[src/rtl/hsv2rgb_pkg.sv]
// ----------------------------------------------------------------------------
// HSV to RGB package
// Payload types, sector codes and fixed-point constants for the HSV to RGB
// pixel converter.
// ----------------------------------------------------------------------------
`default_nettype none

package hsv2rgb_pkg;

  // Hue in 1/128 degree; one 60 degree sector spans 7680 units.
  localparam int unsigned REM_W = 13;

  localparam logic [15:0] SECTOR_UNITS = 16'd7680;
  localparam logic [15:0] HUE_LIMIT    = 16'd46080;
  localparam logic [7:0]  FULL_SCALE   = 8'd255;

  // Fraction denominator: 7680 * 255.
  localparam logic [20:0] FRAC_DEN = 21'd1958400;

  // FRAC_DEN is 2^9 * 3825, so the quotient is taken after a 9-bit shift.
  localparam int unsigned DEN_SHIFT = 9;

  // Reciprocals: floor(x / 255) = (x * RECIP_255) >> 24 for x below 2^16,
  // floor(z / 3825) = (z * RECIP_3825) >> 32 for z below 2^20.
  localparam logic [16:0] RECIP_255  = 17'd65794;
  localparam logic [20:0] RECIP_3825 = 21'd1122868;

  typedef enum logic [2:0] {
    SECTOR_0 = 3'd0,
    SECTOR_1 = 3'd1,
    SECTOR_2 = 3'd2,
    SECTOR_3 = 3'd3,
    SECTOR_4 = 3'd4,
    SECTOR_5 = 3'd5
  } sector_t;

  typedef struct packed {
    logic [15:0] hue;
    logic [7:0]  saturation;
    logic [7:0]  brightness;
  } hsv_t;

  typedef struct packed {
    logic [7:0] red;
    logic [7:0] green;
    logic [7:0] blue;
    logic       hue_in_range;
  } rgb_t;

endpackage

`default_nettype wire

[src/rtl/hsv_to_rgb_converter_top.sv]
// ----------------------------------------------------------------------------
// HSV to RGB converter
// Converts a hue, saturation and value triple into an 8-bit RGB pixel with
// the six-sector scheme in exact fixed point, one request per clock.
// ----------------------------------------------------------------------------
//
//   Channel   Handshake                  Payload
//   --------  -------------------------  ---------------------------------
//   hsv       hsv_valid / hsv_ready      hue, saturation, brightness
//   rgb       rgb_valid / rgb_ready      red, green, blue, hue_in_range
//
// A request passes five register stages, s1 to s4 and then the output register,
// and a new request is accepted every cycle while the pipeline is not held.
// The depth is set by the chained multiplications for each channel (fraction
// product, level product, then a reciprocal multiply for the constant
// division), one per stage, each followed by a register.
// The whole pipeline holds while a result waits and rgb_ready is low.
// Reset clears the stage valid bits only.
// ----------------------------------------------------------------------------
`default_nettype none

module hsv_to_rgb_converter_top (
  input  wire logic               clk,
  input  wire logic               rst,
  input  wire logic               hsv_valid,
  output logic                    hsv_ready,
  input  wire hsv2rgb_pkg::hsv_t  hsv,
  output logic                    rgb_valid,
  input  wire logic               rgb_ready,
  output hsv2rgb_pkg::rgb_t       rgb
);

  import hsv2rgb_pkg::*;

  logic       advance;
  logic [4:0] stage_valid;

  // Stage 1: sector decode.
  sector_t          sector_c;
  logic [15:0]      base_c;
  sector_t          s1_sector;
  logic [REM_W-1:0] s1_rem;
  logic [7:0]       s1_sat;
  logic [7:0]       s1_val;
  logic             s1_ok;

  // Stage 2: first products.
  logic [REM_W-1:0] rem_inv_c;
  logic [20:0]      rs_c;
  logic [20:0]      ts_c;
  sector_t          s2_sector;
  logic [7:0]       s2_val;
  logic             s2_ok;
  logic [15:0]      s2_pnum;
  logic [20:0]      s2_nq;
  logic [20:0]      s2_nt;

  // Stage 3: level products.
  sector_t          s3_sector;
  logic [7:0]       s3_val;
  logic             s3_ok;
  logic [32:0]      s3_yp;
  logic [28:0]      s3_yq;
  logic [28:0]      s3_yt;

  // Stage 4: reciprocal multiplies.
  logic [40:0]      zq_c;
  logic [40:0]      zt_c;
  sector_t          s4_sector;
  logic [7:0]       s4_val;
  logic             s4_ok;
  logic [7:0]       s4_p;
  logic [7:0]       s4_q;
  logic [7:0]       s4_t;

  // Stage 5: routing into the output register.
  rgb_t             rgb_next;

  assign advance   = !stage_valid[4] || rgb_ready;
  assign hsv_ready = advance;
  assign rgb_valid = stage_valid[4];

  always_ff @(posedge clk) begin
    if (rst) begin
      stage_valid <= '0;
    end else if (advance) begin
      stage_valid <= {stage_valid[3:0], hsv_valid};
    end
  end

  always_comb begin
    if (hsv.hue >= SECTOR_UNITS * 16'd5) begin
      sector_c = SECTOR_5;
      base_c   = SECTOR_UNITS * 16'd5;
    end else if (hsv.hue >= SECTOR_UNITS * 16'd4) begin
      sector_c = SECTOR_4;
      base_c   = SECTOR_UNITS * 16'd4;
    end else if (hsv.hue >= SECTOR_UNITS * 16'd3) begin
      sector_c = SECTOR_3;
      base_c   = SECTOR_UNITS * 16'd3;
    end else if (hsv.hue >= SECTOR_UNITS * 16'd2) begin
      sector_c = SECTOR_2;
      base_c   = SECTOR_UNITS * 16'd2;
    end else if (hsv.hue >= SECTOR_UNITS) begin
      sector_c = SECTOR_1;
      base_c   = SECTOR_UNITS;
    end else begin
      sector_c = SECTOR_0;
      base_c   = 16'd0;
    end
  end

  always_ff @(posedge clk) begin
    if (advance) begin
      s1_sector <= sector_c;
      s1_rem    <= REM_W'(hsv.hue - base_c);
      s1_sat    <= hsv.saturation;
      s1_val    <= hsv.brightness;
      s1_ok     <= hsv.hue < HUE_LIMIT;
    end
  end

  assign rem_inv_c = REM_W'(SECTOR_UNITS) - s1_rem;
  assign rs_c      = 21'(s1_rem) * 21'(s1_sat);
  assign ts_c      = 21'(rem_inv_c) * 21'(s1_sat);

  always_ff @(posedge clk) begin
    if (advance) begin
      s2_sector <= s1_sector;
      s2_val    <= s1_val;
      s2_ok     <= s1_ok;
      s2_pnum   <= 16'(s1_val) * 16'(FULL_SCALE - s1_sat);
      s2_nq     <= FRAC_DEN - rs_c;
      s2_nt     <= FRAC_DEN - ts_c;
    end
  end

  always_ff @(posedge clk) begin
    if (advance) begin
      s3_sector <= s2_sector;
      s3_val    <= s2_val;
      s3_ok     <= s2_ok;
      s3_yp     <= 33'(s2_pnum) * 33'(RECIP_255);
      s3_yq     <= 29'(s2_val) * 29'(s2_nq);
      s3_yt     <= 29'(s2_val) * 29'(s2_nt);
    end
  end

  assign zq_c = 41'(s3_yq[28:DEN_SHIFT]) * 41'(RECIP_3825);
  assign zt_c = 41'(s3_yt[28:DEN_SHIFT]) * 41'(RECIP_3825);

  always_ff @(posedge clk) begin
    if (advance) begin
      s4_sector <= s3_sector;
      s4_val    <= s3_val;
      s4_ok     <= s3_ok;
      s4_p      <= s3_yp[31:24];
      s4_q      <= zq_c[39:32];
      s4_t      <= zt_c[39:32];
    end
  end

  always_comb begin
    rgb_next.hue_in_range = s4_ok;
    case (s4_sector)
      SECTOR_0: begin
        rgb_next.red   = s4_val;
        rgb_next.green = s4_t;
        rgb_next.blue  = s4_p;
      end
      SECTOR_1: begin
        rgb_next.red   = s4_q;
        rgb_next.green = s4_val;
        rgb_next.blue  = s4_p;
      end
      SECTOR_2: begin
        rgb_next.red   = s4_p;
        rgb_next.green = s4_val;
        rgb_next.blue  = s4_t;
      end
      SECTOR_3: begin
        rgb_next.red   = s4_p;
        rgb_next.green = s4_q;
        rgb_next.blue  = s4_val;
      end
      SECTOR_4: begin
        rgb_next.red   = s4_t;
        rgb_next.green = s4_p;
        rgb_next.blue  = s4_val;
      end
      default: begin
        rgb_next.red   = s4_val;
        rgb_next.green = s4_p;
        rgb_next.blue  = s4_q;
      end
    endcase
    if (!s4_ok) begin
      rgb_next.red   = 8'd0;
      rgb_next.green = 8'd0;
      rgb_next.blue  = 8'd0;
    end
  end

  always_ff @(posedge clk) begin
    if (advance) begin
      rgb <= rgb_next;
    end
  end

endmodule

`default_nettype wire
[config.mk]
export PLATFORM = sky130hd
export DESIGN_NAME = hsv_to_rgb_converter_top
export DESIGN_NICKNAME = d
export VERILOG_FILES = /design/src/rtl/hsv2rgb_pkg.sv /design/src/rtl/hsv_to_rgb_converter_top.sv
export SDC_FILE = /design/constraint.sdc
export NUM_CORES = 2
export LEC_CHECK = 0
export BUFFER_PORTS_ARGS = -buffer_cell sky130_fd_sc_hd__buf_2
export CAP_MARGIN = 20
export CORE_ASPECT_RATIO = 0.5
export CORE_MARGIN = 2
export CORE_UTILIZATION = 37
export CTS_CLUSTER_SIZE = 40
export DETAILED_ROUTE_END_ITERATION = 16
export HOLD_SLACK_MARGIN = 0.02
export PLACE_DENSITY = 0.54
export SETUP_SLACK_MARGIN = 0.05
export SYNTH_ARGS = -nofsm -noshare
export SYNTH_HDL_FRONTEND = slang
export SYNTH_SLANG_ARGS = --single-unit
[constraint.sdc]
create_clock -name clk -period 14.2 [get_ports clk]
set_clock_uncertainty 0.1 [all_clocks]
set_input_delay 2.84 -clock clk [delete_from_list [all_inputs] [get_ports clk]]
set_output_delay 2.84 -clock clk [all_outputs]
set_load 0.01 [all_outputs]
==> summary.md <==
| Metric | Value |
|---|---|
| Number of global-route vias before repair | `26436` |
| Setup_tns | `0 ps` |
| Post-synth EDFFs | `223` |
| Final setup viols | `0` |
| Antenna violations before repair | `3` |
| Crit path DAT | `3780 ps` |
| Via density | `4.81` |
| Cell with the largest stage delay on the worst path | `nand2b_4` |
| Cell chain of the critical path | `buf_2, nand2b_4, buf_2` |
| Area growth syn-to-layout | `7.23%` |
| Fin util | `40.2%` |
| Worst setup EP type | `primary output` |
| Clk sinks | `228` |
| CTS tree | `built` |
| # IOs | `63` |
| Detailed Route Iter0 Violations | `1247` |
| Row Count | `82` |
| H-Tree Level Count | `1` |
| Period minus WS final | `6720 ps` |
| Wire length per cell | `15.4 µm` |
| Critical path class | `in2out` |
| Most used flip-flop cell after synthesis | `edfxtp_1` |
| Vias after detailed routing | `25238` |
| CTS max path bufs | `3` |
| Worst-Skew Late Latency | `560 ps` |
| Hpwl dp | `65100 µm` |
| Crit path top cell by count | `buf_2` |
| Clk root buf | `clkbuf_16` |
| Width of the die | `456 µm` |
| Net count, final | `5079` |
| Worst-path clk slew | `70 ps` |
| Syn Inst Count | `3863` |
| Number of setup buffers added after CTS | `0` |
| Largest net degree at the start of global routing | `72` |
| Die footprint | `105000 µm²` |
| Pins Over Slew Limit | `0` |
| FF-to-FF setup slack | `7930 ps` |
| Mapped Avg Cell Area | `9.76 µm²` |
| Final period util | `47.3%` |
| Synth Warn # | `0` |
| Status | `finished, final reports clean` |
| Share of cells above drive strength 1 | `3.69%` |
| DRC Markers | `0` |
| Syn Nets | `5063` |
| Detailed Routing Iterations Pass 1 | `5` |
| Die Ht | `230 µm` |
| Final instance area | `40400 µm²` |
| Achievable frequency | `149 MHz` |
| Part of the Yosys area used for sequential elements | `18.0%` |
| Max_slew headroom | `29.3%` |
| Total Routing Usage GR | `15.9%` |
| Buffers on Ports | `62` |
| DRT Wirelength | `80700 µm` |
| RSZ-0062 raised after global routing | `false` |
| Crit start category | `primary input` |
| Post_cts resized | `0` |
| Cts hold-fix bufs | `0` |
| Gr ovfl total | `0` |
| Mapped cell area | `37700 µm²` |
| Hold/Removal Path Class | `reg2reg` |
| Crit-path max cell delay | `570 ps` |
| RePlAce Congestion | `0.847` |
| Initial Utilization | `37.5%` |
| Number of synthesized register bits | `228` |
| Async set or reset register ratio after synthesis | `0%` |
| Critical path peak fanout | `53` |
| Fin. Hold Viols | `0` |
| Max Cap Violations | `0` |
| First-pass GRT wire length | `137000 µm` |
| Placed Area | `39500 µm²` |
| Total CTS buffers | `26` |
| Worst-margin pin slew | `1060 ps` |
| Fin Hold WS | `314 ps` |
| Library cells used by synthesis | `67` |
| Antenna Nets Post-Route | `0` |
| Required @ worst endpoint | `11260 ps` |
| Core area | `101000 µm²` |
## cells in the mapped netlist, types with 3 or more instances
library cell	count	area (µm²)
o21ai_0	47	235
nand2_1	282	1060
o21bai_1	7	52.6
o21a_1	15	113
a221oi_1	13	114
nor3b_1	10	75.1
nor2b_1	62	388
or3_1	7	43.8
o211a_1	9	90.1
a2111oi_2	4	60.1
and2_1	330	2060
a211o_1	3	26.3
o221ai_1	3	26.3
inv_1	944	3540
clkbuf_1	91	342
a2bb2oi_1	3	26.3
mux2i_1	14	140
edfxtp_1	223	6700
o211ai_1	12	90.1
a22oi_1	16	120
and4_1	3	26.3
nand3b_1	3	22.5
a21o_1	32	240
buf_1	5	18.8
nand4_1	19	119
or2_2	5	31.3
xor2_1	41	359
a211oi_1	15	113
o21ai_1	25	125
ha_1	628	7860
o31ai_1	12	90.1
nor4_1	4	25.0
nand2b_1	43	269
a31o_2	3	26.3
fa_1	536	10700
nand3_1	39	195
nor3_1	32	160
o2111ai_1	4	35.0
dfxtp_1	5	100
nor2_1	97	364
a31oi_1	9	56.3
a21oi_1	98	490
xnor2_1	65	569
a21boi_1	5	37.5
and3_1	11	68.8
## stage by stage
stage,worst slack (ps),instances
global placement,7480,5195
CTS,7460,5243
global route,7410,5244
floorplan,2030,3863
detailed placement,7460,5195
finish,7480,5244
## state kept, by name, summed over array words and instances, names as in the netlist, 13 cells and up
name     flops
s1_rem      13
s2_pnum     16
s2_nt       20
rgb         25
s3_yq       20
s2_nq       21
s3_yt       20
## placed cells by master (no fill, tap or decap), drive strengths merged, types with 14 or more instances in the layout
cell type,count
nand4,19
a211oi,17
a21oi,99
nand2,282
clkbuf,35
a21o,32
inv,947
nand3,39
xor2,41
nor3,32
ha,628
a22oi,16
mux2i,14
buf,84
fa,536
nand2b,43
o21ai,72
xnor2,65
nor2b,62
edfxtp,223
and2,330
o21a,15
nor2,97
## path summary, 6_finish.rpt
path / cells after the start / startpoint / end
max: 3 / rgb_ready / hsv_ready
min: 0 / s3_yp[27] / s4_p[3]
max reg2reg: 19 / s1_rem[3] / s2_nt[19]
min reg2reg: 0 / s3_yp[27] / s4_p[3]
## critical path, delay by kind of cell
kind                   cells  cell delay [ps]
buffers and inverters      2              340
and+or+nand+nor            1              570
## cell families after synthesis
family                   count (synthesis)  synth area share, %
flip-flops                             228                 18.0
buffers and inverters                 1040                 10.3
adder cells (fa/ha/maj)               1165                 49.3
multiplexers                            14                0.372
XOR/XNOR                               106                 2.46
AO/OA/AOI/OAI                          359                 6.38
AND/OR/NAND/NOR                        951                 13.1
## metal layers
| layer | global-route usage [%] | up-vias | part of all wire (%) |
|---|---|---|---|
| li1 | - | 12213 | - |
| met1 | 23.9 | 12612 | 52 |
| met2 | 24.8 | 360 | 43 |
| met3 | 2.06 | 51 | 4.3 |
| met4 | 2.02 | 2 | 1.1 |
| met5 | 0 | - | 0.016 |
## final cells by class
class	count	area, µm²
antenna	1	2.50
clock buffer	35	736
clock inverter	13	185
fill	10030	60100
inverter	944	3540
multi-input combinational	2595	27000
sequential	228	6800
tap	1344	1680
timing repair buffer	84	475
Power is not shown: default switching activity piles up to over one toggle a cycle in this logic, so the estimate is an artifact.
